File: src/hw/rtl/date_difference_hours_core_assert.svh
// ----------------------------------------------------------------------------
// date_difference_hours_core_assert.svh
// assertion macros shared by the date difference core
// ----------------------------------------------------------------------------
`ifndef DATE_DIFFERENCE_HOURS_CORE_ASSERT_SVH
`define DATE_DIFFERENCE_HOURS_CORE_ASSERT_SVH

`ifndef NO_ASSERTIONS

`define DDH_ASSERT(label, clk, rst_n, prop) \
    label: assert property (@(posedge clk) disable iff (!rst_n) prop) \
        else $error("ddh assertion failed");

`define DDH_ASSERT_MSG(label, clk, rst_n, prop, msg) \
    label: assert property (@(posedge clk) disable iff (!rst_n) prop) \
        else $error(msg);

`else

`define DDH_ASSERT(label, clk, rst_n, prop)

`define DDH_ASSERT_MSG(label, clk, rst_n, prop, msg)

`endif

`endif

File: src/hw/rtl/ddh_pkg.sv
// ----------------------------------------------------------------------------
// ddh_pkg
// widths, constants and tables for the date difference core
// ----------------------------------------------------------------------------
package ddh_pkg;

    localparam int YEAR_W  = 12;
    localparam int MONTH_W = 4;
    localparam int DAY_W   = 5;
    localparam int HOUR_W  = 5;
    localparam int MIN_W   = 6;
    localparam int SEC_W   = 6;
    localparam int HOURS_W = 24;

    // year / 100 by reciprocal multiply, result floor or floor - 1
    localparam int RECIP_100   = 655;
    localparam int RECIP_W     = 10;
    localparam int RECIP_SHIFT = 16;
    localparam int PROD_W      = YEAR_W + RECIP_W;
    localparam int QUOT_W      = PROD_W - RECIP_SHIFT;
    localparam int REM0_W      = 8;
    localparam int REM_W       = 7;
    localparam int CENTURY     = 100;

    localparam int DAYS_PER_YEAR = 365;
    localparam int SEC_PER_MIN   = 60;
    localparam int MONTH_FEB     = 2;

    localparam int DBM_W  = 9;
    localparam int DIDX_W = 21;
    localparam int SUM_W  = DIDX_W + 1;
    localparam int HD_W   = HOUR_W + 1;
    localparam int MS_W   = 13;
    localparam int WIDE_W = 27;

    localparam int HOURS_MAX = (1 << (HOURS_W - 1)) - 1;
    localparam int HOURS_MIN = -(1 << (HOURS_W - 1));

    typedef struct packed {
        logic s1;
        logic s2;
        logic s3;
    } t_pipe_en;

    // days before the month; out of range codes act as january or december
    function automatic logic [DBM_W-1:0] days_before_month(input logic [MONTH_W-1:0] m);
        logic [DBM_W-1:0] dbm;
        unique case (m) inside
            4'd0, 4'd1:                dbm = 9'd0;
            4'd2:                      dbm = 9'd31;
            4'd3:                      dbm = 9'd59;
            4'd4:                      dbm = 9'd90;
            4'd5:                      dbm = 9'd120;
            4'd6:                      dbm = 9'd151;
            4'd7:                      dbm = 9'd181;
            4'd8:                      dbm = 9'd212;
            4'd9:                      dbm = 9'd243;
            4'd10:                     dbm = 9'd273;
            4'd11:                     dbm = 9'd304;
            4'd12, 4'd13, 4'd14, 4'd15: dbm = 9'd334;
            default:                   dbm = 9'd0;
        endcase
        return dbm;
    endfunction

endpackage

File: src/hw/rtl/ddh_date_split.sv
// ----------------------------------------------------------------------------
// ddh_date_split
// stages one and two: splits the year into centuries and year of century
// ----------------------------------------------------------------------------
module ddh_date_split (
    input  logic                          i_clk,
    input  ddh_pkg::t_pipe_en             i_en,
    input  logic [ddh_pkg::YEAR_W-1:0]    i_year,
    input  logic [ddh_pkg::MONTH_W-1:0]   i_month,
    input  logic [ddh_pkg::DAY_W-1:0]     i_day,
    output logic [ddh_pkg::YEAR_W-1:0]    o_year,
    output logic [ddh_pkg::MONTH_W-1:0]   o_month,
    output logic [ddh_pkg::DAY_W-1:0]     o_day,
    output logic [ddh_pkg::QUOT_W-1:0]    o_quot,
    output logic [ddh_pkg::REM_W-1:0]     o_rem
);

    logic [ddh_pkg::PROD_W-1:0]  w_prod;
    logic [ddh_pkg::YEAR_W-1:0]  r_year1;
    logic [ddh_pkg::MONTH_W-1:0] r_month1;
    logic [ddh_pkg::DAY_W-1:0]   r_day1;
    logic [ddh_pkg::QUOT_W-1:0]  r_quot1;

    logic [ddh_pkg::YEAR_W-1:0]  w_rem_full;
    logic [ddh_pkg::REM0_W-1:0]  w_rem0;
    logic [ddh_pkg::QUOT_W-1:0]  n_quot2;
    logic [ddh_pkg::REM_W-1:0]   n_rem2;

    logic [ddh_pkg::YEAR_W-1:0]  r_year2;
    logic [ddh_pkg::MONTH_W-1:0] r_month2;
    logic [ddh_pkg::DAY_W-1:0]   r_day2;
    logic [ddh_pkg::QUOT_W-1:0]  r_quot2;
    logic [ddh_pkg::REM_W-1:0]   r_rem2;

    assign w_prod = ddh_pkg::PROD_W'(i_year) * ddh_pkg::PROD_W'(ddh_pkg::RECIP_100);

    always_ff @(posedge i_clk) begin
        if (i_en.s1) begin
            r_year1  <= i_year;
            r_month1 <= i_month;
            r_day1   <= i_day;
            r_quot1  <= w_prod[ddh_pkg::PROD_W-1:ddh_pkg::RECIP_SHIFT];
        end
    end

    // estimate is low by at most one
    always_comb begin
        w_rem_full = r_year1 - ddh_pkg::YEAR_W'(r_quot1) * ddh_pkg::YEAR_W'(ddh_pkg::CENTURY);
        w_rem0     = w_rem_full[ddh_pkg::REM0_W-1:0];
        if (w_rem0 >= ddh_pkg::REM0_W'(ddh_pkg::CENTURY)) begin
            n_quot2 = r_quot1 + ddh_pkg::QUOT_W'(1);
            n_rem2  = ddh_pkg::REM_W'(w_rem0 - ddh_pkg::REM0_W'(ddh_pkg::CENTURY));
        end else begin
            n_quot2 = r_quot1;
            n_rem2  = w_rem0[ddh_pkg::REM_W-1:0];
        end
    end

    always_ff @(posedge i_clk) begin
        if (i_en.s2) begin
            r_year2  <= r_year1;
            r_month2 <= r_month1;
            r_day2   <= r_day1;
            r_quot2  <= n_quot2;
            r_rem2   <= n_rem2;
        end
    end

    assign o_year  = r_year2;
    assign o_month = r_month2;
    assign o_day   = r_day2;
    assign o_quot  = r_quot2;
    assign o_rem   = r_rem2;

endmodule

File: src/hw/rtl/ddh_day_index.sv
// ----------------------------------------------------------------------------
// ddh_day_index
// stage three: day count since year zero of the proleptic calendar
// ----------------------------------------------------------------------------
module ddh_day_index (
    input  logic                          i_clk,
    input  ddh_pkg::t_pipe_en             i_en,
    input  logic [ddh_pkg::YEAR_W-1:0]    i_year,
    input  logic [ddh_pkg::MONTH_W-1:0]   i_month,
    input  logic [ddh_pkg::DAY_W-1:0]     i_day,
    input  logic [ddh_pkg::QUOT_W-1:0]    i_quot,
    input  logic [ddh_pkg::REM_W-1:0]     i_rem,
    output logic [ddh_pkg::DIDX_W-1:0]    o_day_index
);

    logic                        w_cent_nz;
    logic                        w_quad_nz;
    logic                        w_leap;
    logic                        w_leap_add;
    logic [ddh_pkg::SUM_W-1:0]   w_sum;
    logic [ddh_pkg::DIDX_W-1:0]  r_day_index;

    always_comb begin
        w_cent_nz  = (i_rem != '0);
        w_quad_nz  = w_cent_nz || (i_quot[1:0] != 2'd0);
        w_leap     = ((i_year[1:0] == 2'd0) && w_cent_nz) || (!w_cent_nz && (i_quot[1:0] == 2'd0));
        w_leap_add = w_leap && (i_month > ddh_pkg::MONTH_W'(ddh_pkg::MONTH_FEB));
        w_sum = ddh_pkg::SUM_W'(i_year) * ddh_pkg::SUM_W'(ddh_pkg::DAYS_PER_YEAR)
              + ((ddh_pkg::SUM_W'(i_year) + ddh_pkg::SUM_W'(3)) >> 2)
              - ddh_pkg::SUM_W'(i_quot)
              - ddh_pkg::SUM_W'(w_cent_nz)
              + ddh_pkg::SUM_W'(i_quot >> 2)
              + ddh_pkg::SUM_W'(w_quad_nz)
              + ddh_pkg::SUM_W'(ddh_pkg::days_before_month(i_month))
              + ddh_pkg::SUM_W'(w_leap_add)
              + ddh_pkg::SUM_W'(i_day);
    end

    always_ff @(posedge i_clk) begin
        if (i_en.s3) begin
            r_day_index <= w_sum[ddh_pkg::DIDX_W-1:0];
        end
    end

    assign o_day_index = r_day_index;

endmodule

File: src/hw/rtl/date_difference_hours_core.sv
// ----------------------------------------------------------------------------
// date_difference_hours_core
// hours between two calendar date-times, four stage pipeline
// ----------------------------------------------------------------------------
// One transfer is taken every cycle when the output side does not stall, and
// its result is held in the stage four register. Stage one forms the year
// over 100 by a reciprocal multiply, stage two corrects it, stage three sums
// the day index of both dates, stage four scales the day difference to hours
// and saturates. Each stage has its own enable, so a stall holds only the
// stages that are full and empty slots close up.
// ----------------------------------------------------------------------------
`include "date_difference_hours_core_assert.svh"

module date_difference_hours_core (
    input  logic                              i_clk,
    input  logic                              i_rst_n,
    input  logic                              i_valid,
    output logic                              o_stall,
    input  logic [ddh_pkg::YEAR_W-1:0]        i_start_year,
    input  logic [ddh_pkg::MONTH_W-1:0]       i_start_month,
    input  logic [ddh_pkg::DAY_W-1:0]         i_start_day,
    input  logic [ddh_pkg::HOUR_W-1:0]        i_start_hour,
    input  logic [ddh_pkg::MIN_W-1:0]         i_start_minute,
    input  logic [ddh_pkg::SEC_W-1:0]         i_start_second,
    input  logic [ddh_pkg::YEAR_W-1:0]        i_end_year,
    input  logic [ddh_pkg::MONTH_W-1:0]       i_end_month,
    input  logic [ddh_pkg::DAY_W-1:0]         i_end_day,
    input  logic [ddh_pkg::HOUR_W-1:0]        i_end_hour,
    input  logic [ddh_pkg::MIN_W-1:0]         i_end_minute,
    input  logic [ddh_pkg::SEC_W-1:0]         i_end_second,
    output logic                              o_valid,
    input  logic                              i_stall,
    output logic signed [ddh_pkg::HOURS_W-1:0] o_hours,
    output logic                              o_order_error
);

    ddh_pkg::t_pipe_en w_en;
    logic              w_en4;

    logic r_v1, r_v2, r_v3, r_v4;

    logic                              w_err;
    logic signed [ddh_pkg::HD_W-1:0]   w_hd;
    logic signed [ddh_pkg::MS_W-1:0]   w_min_diff;
    logic signed [ddh_pkg::MS_W-1:0]   w_sec_diff;
    logic signed [ddh_pkg::MS_W-1:0]   w_ms;

    logic                              r_err1, r_err2, r_err3;
    logic                              r_ge1, r_ge2, r_ge3;
    logic signed [ddh_pkg::HD_W-1:0]   r_hd1, r_hd2, r_hd3;

    logic [ddh_pkg::YEAR_W-1:0]  w_s_year,  w_e_year;
    logic [ddh_pkg::MONTH_W-1:0] w_s_month, w_e_month;
    logic [ddh_pkg::DAY_W-1:0]   w_s_day,   w_e_day;
    logic [ddh_pkg::QUOT_W-1:0]  w_s_quot,  w_e_quot;
    logic [ddh_pkg::REM_W-1:0]   w_s_rem,   w_e_rem;
    logic [ddh_pkg::DIDX_W-1:0]  w_s_didx,  w_e_didx;

    logic signed [ddh_pkg::SUM_W-1:0]  w_diff;
    logic signed [ddh_pkg::WIDE_W-1:0] w_diff_w;
    logic signed [ddh_pkg::WIDE_W-1:0] w_wide;
    logic signed [ddh_pkg::HOURS_W-1:0] n_hours;

    logic signed [ddh_pkg::HOURS_W-1:0] r_hours;
    logic                               r_err4;

    // per-stage enables, a stage moves when empty or when the next one moves
    always_comb begin
        w_en4   = !r_v4 || !i_stall;
        w_en.s3 = !r_v3 || w_en4;
        w_en.s2 = !r_v2 || w_en.s3;
        w_en.s1 = !r_v1 || w_en.s2;
    end

    assign o_stall = !w_en.s1;

    always_ff @(posedge i_clk) begin
        if (!i_rst_n) begin
            r_v1 <= 1'b0;
            r_v2 <= 1'b0;
            r_v3 <= 1'b0;
            r_v4 <= 1'b0;
        end else begin
            if (w_en.s1) begin
                r_v1 <= i_valid;
            end
            if (w_en.s2) begin
                r_v2 <= r_v1;
            end
            if (w_en.s3) begin
                r_v3 <= r_v2;
            end
            if (w_en4) begin
                r_v4 <= r_v3;
            end
        end
    end

    // order check and time of day terms
    always_comb begin
        w_err = (i_start_year > i_end_year)
             || ((i_start_year == i_end_year) && (i_start_month > i_end_month));
        w_hd  = $signed(ddh_pkg::HD_W'(i_end_hour)) - $signed(ddh_pkg::HD_W'(i_start_hour));
        w_min_diff = $signed(ddh_pkg::MS_W'(i_end_minute))
                   - $signed(ddh_pkg::MS_W'(i_start_minute));
        w_sec_diff = $signed(ddh_pkg::MS_W'(i_end_second))
                   - $signed(ddh_pkg::MS_W'(i_start_second));
        w_ms = w_min_diff * $signed(ddh_pkg::MS_W'(ddh_pkg::SEC_PER_MIN)) + w_sec_diff;
    end

    always_ff @(posedge i_clk) begin
        if (w_en.s1) begin
            r_err1 <= w_err;
            r_hd1  <= w_hd;
            r_ge1  <= !w_ms[ddh_pkg::MS_W-1];
        end
        if (w_en.s2) begin
            r_err2 <= r_err1;
            r_hd2  <= r_hd1;
            r_ge2  <= r_ge1;
        end
        if (w_en.s3) begin
            r_err3 <= r_err2;
            r_hd3  <= r_hd2;
            r_ge3  <= r_ge2;
        end
    end

    ddh_date_split u_split_start (
        .i_clk   (i_clk),
        .i_en    (w_en),
        .i_year  (i_start_year),
        .i_month (i_start_month),
        .i_day   (i_start_day),
        .o_year  (w_s_year),
        .o_month (w_s_month),
        .o_day   (w_s_day),
        .o_quot  (w_s_quot),
        .o_rem   (w_s_rem)
    );

    ddh_date_split u_split_end (
        .i_clk   (i_clk),
        .i_en    (w_en),
        .i_year  (i_end_year),
        .i_month (i_end_month),
        .i_day   (i_end_day),
        .o_year  (w_e_year),
        .o_month (w_e_month),
        .o_day   (w_e_day),
        .o_quot  (w_e_quot),
        .o_rem   (w_e_rem)
    );

    ddh_day_index u_didx_start (
        .i_clk       (i_clk),
        .i_en        (w_en),
        .i_year      (w_s_year),
        .i_month     (w_s_month),
        .i_day       (w_s_day),
        .i_quot      (w_s_quot),
        .i_rem       (w_s_rem),
        .o_day_index (w_s_didx)
    );

    ddh_day_index u_didx_end (
        .i_clk       (i_clk),
        .i_en        (w_en),
        .i_year      (w_e_year),
        .i_month     (w_e_month),
        .i_day       (w_e_day),
        .i_quot      (w_e_quot),
        .i_rem       (w_e_rem),
        .o_day_index (w_e_didx)
    );

    // day difference times 24 plus hour terms, then saturate; an order error gives zero
    always_comb begin
        w_diff   = $signed(ddh_pkg::SUM_W'(w_e_didx)) - $signed(ddh_pkg::SUM_W'(w_s_didx));
        w_diff_w = ddh_pkg::WIDE_W'(w_diff);
        w_wide   = (w_diff_w <<< 4) + (w_diff_w <<< 3)
                 + ddh_pkg::WIDE_W'(r_hd3)
                 + $signed(ddh_pkg::WIDE_W'(r_ge3));
        if (r_err3) begin
            n_hours = '0;
        end else if (w_wide > ddh_pkg::WIDE_W'(ddh_pkg::HOURS_MAX)) begin
            n_hours = ddh_pkg::HOURS_W'(ddh_pkg::HOURS_MAX);
        end else if (w_wide < ddh_pkg::WIDE_W'(ddh_pkg::HOURS_MIN)) begin
            n_hours = ddh_pkg::HOURS_W'(ddh_pkg::HOURS_MIN);
        end else begin
            n_hours = w_wide[ddh_pkg::HOURS_W-1:0];
        end
    end

    always_ff @(posedge i_clk) begin
        if (w_en4) begin
            r_hours <= n_hours;
            r_err4  <= r_err3;
        end
    end

    assign o_valid       = r_v4;
    assign o_hours       = r_hours;
    assign o_order_error = r_err4;

    `DDH_ASSERT(a_no_stall_when_out_empty, i_clk, i_rst_n, !r_v4 |-> !o_stall)
    `DDH_ASSERT(a_accept_fills_stage1, i_clk, i_rst_n, (i_valid && !o_stall) |=> r_v1)
    `DDH_ASSERT_MSG(a_error_gives_zero, i_clk, i_rst_n, (o_valid && o_order_error) |-> (o_hours == '0), "flagged result with nonzero hours")

endmodule

File: config.mk
export PLATFORM = sky130hd
export DESIGN_NAME = date_difference_hours_core
export DESIGN_NICKNAME = d
export VERILOG_FILES = /design/src/hw/rtl/ddh_pkg.sv /design/src/hw/rtl/ddh_date_split.sv /design/src/hw/rtl/ddh_day_index.sv /design/src/hw/rtl/date_difference_hours_core.sv
export VERILOG_INCLUDE_DIRS = /design/src /design/src/hw/rtl
export SDC_FILE = /design/constraint.sdc
export NUM_CORES = 1
export LEC_CHECK = 0
export ABC_AREA = 1
export CORE_ASPECT_RATIO = 2
export CORE_UTILIZATION = 35
export DETAILED_ROUTE_END_ITERATION = 16
export DONT_BUFFER_PORTS = 1
export PLACE_DENSITY = 0.48
export SETUP_SLACK_MARGIN = 0.2
export SYNTH_ARGS = -nofsm -noshare
export SYNTH_HDL_FRONTEND = slang
export SYNTH_SLANG_ARGS = --single-unit
File: constraint.sdc
create_clock -name i_clk -period 13 [get_ports i_clk]
set_input_delay 0.65 -clock i_clk [delete_from_list [all_inputs] [get_ports i_clk]]
set_output_delay 0.65 -clock i_clk [all_outputs]
set_load 0.005 [all_outputs]
== Yosys cells after proc, flatten, opt, wreduce, memory -nomap -nowiden ==
Cells that the tools add are included.

* Register bits: 217
* Bits of input ports: 80
* Output and inout port bits: 27
* Logic and storage cells: 156

* $add $sub $neg: 32
* Multipliers: 7
* Order comparisons: 8
* Eq/ne operators: 29
* Multiplexer cells: 8
* Reductions and logical operators: 36

{| class="wikitable"
|+ Operators with widths
! cell !! number
|-
| case mux 9 bit (11 select lines) || 2
|-
| adder 21 x 1 -> 21 bit || 4
|-
| == test 4 bit (second input constant) || 16
|-
| multiplier 12 x 10 -> 22 bit (second input constant) || 2
|-
| adder 21 x 20 -> 21 bit || 2
|-
| adder 21 x 4 -> 21 bit || 2
|-
| adder 21 x 5 -> 21 bit || 2
|-
| adder 21 x 9 -> 21 bit || 2
|-
| multiplier 12 x 9 -> 21 bit (second input constant) || 2
|-
| subtractor 21 x 1 -> 21 bit || 2
|-
| subtractor 21 x 6 -> 21 bit || 2
|-
| == test 4 x 3 -> 1 bit (second input constant) || 8
|-
| adder 26 x 25 -> 27 bit || 1
|-
| adder 27 x 2 -> 27 bit || 1
|-
| adder 27 x 6 -> 27 bit || 1
|-
| greater-than comparator 27 x 24 -> 1 bit (second input constant) || 1
|-
| less-than comparator 27 x 24 -> 1 bit (second input constant) || 1
|-
| adder 12 x 2 -> 13 bit (second input constant) || 2
|-
| two-way mux 24 bit || 1
|-
| two-way mux 23 bit || 1
|-
| subtractor 21 x 21 -> 22 bit || 1
|-
| == test 4 x 2 -> 1 bit (second input constant) || 4
|-
| greater-or-equal comparator 8 x 7 -> 1 bit (second input constant) || 2
|-
| subtractor 8 bit || 2
|-
| 21 further kinds || 56
|}

== Logic depth before layout (Yosys ltp) ==
* Depth in word-level cells: 9
* Gate-level depth with buffers: 31
* Mapped depth without buffers: 30

== By module ==
Synthesis repeated with hierarchy kept, for this count alone.

* Cells, all modules: 3239
* Area total of the unflattened synthesis: 27849.2 µm²

{| class="wikitable"
|+ Modules (own cells, without submodules)
! module !! times used !! cells an instance !! area an instance (µm²) !! sequential area each (µm²)
|-
| ddh_date_split || 2 || 517 || 5072.4 || 1771.7
|-
| date_difference_hours_core || 1 || 1023 || 7414.6 || 1551.5
|-
| ddh_day_index (u_didx_end) || 1 || 590 || 5162.5 || 630.6
|-
| ddh_day_index (u_didx_start) || 1 || 592 || 5127.4 || 630.6
|}

== Least setup slack after synthesis ==
Ideal clock, no wire load.

* Kind: input -> register
* Start point: input i_stall
* End point: register r_err1, enable pin
* Setup time: 0.416 ns
* Data arrival time: 5.461 ns
* Data required time: 12.584 ns
* Path slack: 7.123 ns
* Stages on the path: 7
* Path buffers: 0
* Cells stage by stage: nand2_1 -> nor2_1 -> inv_1 -> nor2_1 -> inv_1 -> nor2_1 -> inv_1

{| class="wikitable"
|+ RTL lines
! item !! line !! RTL
|-
| start, declared || date_difference_hours_core.sv:32 || <nowiki>input logic i_stall,</nowiki>
|-
| end signal, assigned || date_difference_hours_core.sv:113 || <nowiki>r_err1 <= w_err;</nowiki>
|-
| end, declared || date_difference_hours_core.sv:48 || <nowiki>logic r_err1, r_err2, r_err3;</nowiki>
|}

== Worst setup path in the final report ==
* Start point: register u_split_start.r_rem2 (netlist bit u_split_start.o_rem[1])
* End point: register u_didx_start.r_day_index (netlist bit u_didx_start.o_day_index[14]), data pin

* Longest elaborated chain between the ends: 7
* Elaborated cells between the ends (all ways): 13
* Classes of those cells: add/sub (6); reduce/logical (7)

{| class="wikitable"
|+ Ends and longest elaborated chain
! item !! line !! RTL
|-
| start, declared || ddh_date_split.sv:33 || <nowiki>logic [ddh_pkg::REM_W-1:0] r_rem2;</nowiki>
|-
| start signal, assigned || ddh_date_split.sv:65 || <nowiki>r_rem2 <= n_rem2;</nowiki>
|-
| nonzero test 7 bit * || ddh_day_index.sv:24 || <nowiki>w_cent_nz = (i_rem != '0);</nowiki>
|-
| subtractor 21 x 1 -> 21 bit / logical NOT 1 bit (equally long branches) || ddh_day_index.sv:31, ddh_day_index.sv:26 ||
|-
| adder 21 x 4 -> 21 bit / logical AND 1 bit (equally long branches) || ddh_day_index.sv:32, ddh_day_index.sv:26 ||
|-
| adder 21 x 1 -> 21 bit / logical OR 1 bit (equally long branches) || ddh_day_index.sv:33, ddh_day_index.sv:26 ||
|-
| adder 21 x 9 -> 21 bit / logical AND 1 bit (equally long branches) || ddh_day_index.sv:34, ddh_day_index.sv:27 ||
|-
| adder 21 x 1 -> 21 bit * || ddh_day_index.sv:35 || <nowiki>+ ddh_pkg::SUM_W'(w_leap_add)</nowiki>
|-
| adder 21 x 5 -> 21 bit * || ddh_day_index.sv:36 || <nowiki>+ ddh_pkg::SUM_W'(i_day);</nowiki>
|-
| net u_didx_start.w_sum, one bit || ddh_day_index.sv:20 || <nowiki>logic [ddh_pkg::SUM_W-1:0] w_sum;</nowiki>
|-
| end signal, assigned || ddh_day_index.sv:41 || <nowiki>r_day_index <= w_sum[ddh_pkg::DIDX_W-1:0];</nowiki>
|-
| end, declared || ddh_day_index.sv:21 || <nowiki>logic [ddh_pkg::DIDX_W-1:0] r_day_index;</nowiki>
|}

Mark *: on every way through the listed nets, which the timed path passes. The rest lies on a longest branch.
A chain may end at the register's enable or synchronous reset.

==> summary.txt <==
clk_lat worst skew = 0.55 ns
first-pass GRT wire length = 103000 µm
CTS Buf Count = 23
DRC Markers = 0
# IOs = 107
cts hold-fix bufs = 0
outcome = finished, final reports clean
ant diodes = 0
routed vias = 18700
period utilization = 48.6%
Hold WS = 0.190 ns
minimum clock period = 6.32 ns
critical path class = reg2reg
die width = 196 µm
number of setup buffers added after CTS = 0
H-tree levels = 1
CTS clk-pin slew, worst paths = 0.07 ns
antenna viol nets, final = 0
GR Overflow Total = 0
GP Congestion = 0.983
syn_nets = 3706
asr flop ratio synth = 0%
Post-Synthesis Cells = 2885
Slew Limit Fails = 0
highest net fanout along the worst path = 5
Rel. slew slack = 31.9%
largest net degree at the start of global routing = 60
most common cell in the netlist = inv_1
# port buffers = 0
main flop type after synthesis = edfxtp_1
busiest grt layer = met2
Crit. End Element = flip-flop
share of post-route cells with drive strength above 1 = 2.53%
Required @ worst endpoint = 13.30 ns
Clock Tree Root = clkbuf_16
DP HPWL = 57700 µm
DR iter-0 viols = 463
Worst-Margin Slew = 1.02 ns
Initial Util = 35.4%
area delta synth->final = 7.41%
number of synthesized flops with an enable pin = 209
fmax = 158 MHz
WP data arrival = 6.62 ns
Layout Cells excl Fill = 3929
Final #Nets = 3725
CTS tree = yes
GR Util met1 = 13.8%
CTS resizes = 0
Fin Setup TNS = 0 ns
Total GRT Usage = 17.3%
Worst path slowest cell = fa_1
Die Area = 76800 µm²
worst slack, placed = 6.68 ns
placed cells = 3887
Max Cap Violations = 0
Synth warnings = 0
Final Hold Fails = 0
vias per std cell = 4.76
area share of the largest cell type after synthesis = 23.7%
worst path bufs/invs = 8
clk sink count = 213
family with the most delay on the worst path = adder cells
leading area contributor after synthesis = edfxtp_1
synth unique cells = 46
Critical Path Most Common Cell = inv_1
overall die height = 391 µm
DRT Pass-1 Iters = 5
initial antenna violation count = 6
Avg Inst Size Synth = 9.18 µm²
CP startpoint kind = flip-flop
final setup fails = 0
sequential area share after synthesis = 24.0%
Avg WL per Cell = 16.5 µm
RSZ-0062 raised after global routing = no
Layout Skew = 0.0204 ns
CORE AREA = 74800 µm²
vias in the first global route = 20800
setup ws final = 6.68 ns
slowest stage delay, CP = 0.57 ns
synthesized area = 26500 µm²
row cnt = 142
Hold Crit Class = in2reg
met3 Resource Use GR = 2.06%
top cells by instance count after synthesis = 725 x inv_1, 494 x ha_1, 434 x nand2_1
met2 Usage GRT = 38.6%
FF+latch count, synth = 213
Synth area leaders = edfxtp_1 24%, ha_1 23%, fa_1 19%
CTS max path bufs = 3
final wirelength = 64800 µm
Fill cells = 7577
worst register-to-register path: cells and delay by family, from the launching register on:
family,cells,cell delay (ns)
xor+xnor,2,0.32
buf+inv,8,0.52
flops,1,0.41
fa+ha+maj,8,3.43
compound gates,6,1.22
simple gates,2,0.16
flip-flops by register name, summed over array words and instances (netlist names), 7 cells and up:
| register | count |
|---|---|
| u_split_end.o_year | 10 |
| u_split_start.r_year1 | 12 |
| u_split_start.o_year | 10 |
| u_split_end.r_year1 | 12 |
| u_didx_end.o_day_index | 21 |
| o_hours | 24 |
| u_split_end.o_rem | 7 |
| u_didx_start.o_day_index | 21 |
| u_split_start.o_rem | 7 |
area by class of cell:
| cell class | count | area, µm² | area share, % |
|---|---|---|---|
| timing repair buffer | 4 | 30.0 | 0.106 |
| multi-input combinational | 1936 | 17300 | 60.9 |
| sequential | 213 | 6360 | 22.3 |
| inverter | 726 | 2730 | 9.59 |
| tap | 1008 | 1260 | 4.43 |
| clock buffer | 25 | 583 | 2.05 |
| clock inverter | 17 | 166 | 0.585 |
cell families after synthesis:
kind of cell,share of synthesized area (%)
AND/OR/NAND/NOR,11.8
AO/OA/AOI/OAI,6.18
flip-flops,24.0
buffers and inverters,10.6
adder cells (fa/ha/maj),42.0
XOR/XNOR,5.39
layer usage:
metal | vias up | part of all wire, %
met3 | 149 | 2.7
met5 | - | 0.12
met2 | 300 | 61
li1 | 9271 | -
met1 | 8953 | 31
met4 | 12 | 5.2
metrics by stage:
step | utilization (%) | instance area (µm²)
floorplan | - | 26500
global placement | 37.0 | 27700
detailed placement | 37.0 | 27700
CTS | 38.0 | 28400
global route | 38.0 | 28400
finish | 38.0 | 28400
cells in the final DEF (no fill, tap or decap), drive strengths merged, types with 11 or more instances in the layout:
cell type / count
edfxtp: 209
ha: 494
clkbuf: 25
xnor2: 56
nand3: 104
nor3: 14
nand2: 444
clkinv: 11
inv: 729
nand4: 33
nor2: 121
a21o: 19
xor2: 107
a21oi: 154
fa: 247
o21ai: 82
worst paths after layout:
kind                                     startpoint                                endpoint  slack [ns]  cells after the start
setup / recovery   u_split_start.o_rem[1]$_DFFE_PP_  u_didx_start.o_day_index[14]$_DFFE_PP_        6.68                     26
hold / removal                       i_start_day[4]       u_split_start.r_day1[4]$_DFFE_PN_        0.19                      0
setup reg to reg   u_split_start.o_rem[1]$_DFFE_PP_  u_didx_start.o_day_index[14]$_DFFE_PP_        6.68                     26
hold reg to reg   u_split_end.r_year1[11]$_DFFE_PN_        u_split_end.o_year[11]$_DFFE_PP_        0.42                      0
Power is left out: the tool's default activity adds up to more than one toggle a clock period on the data nets, which glitch-free logic cannot reach.
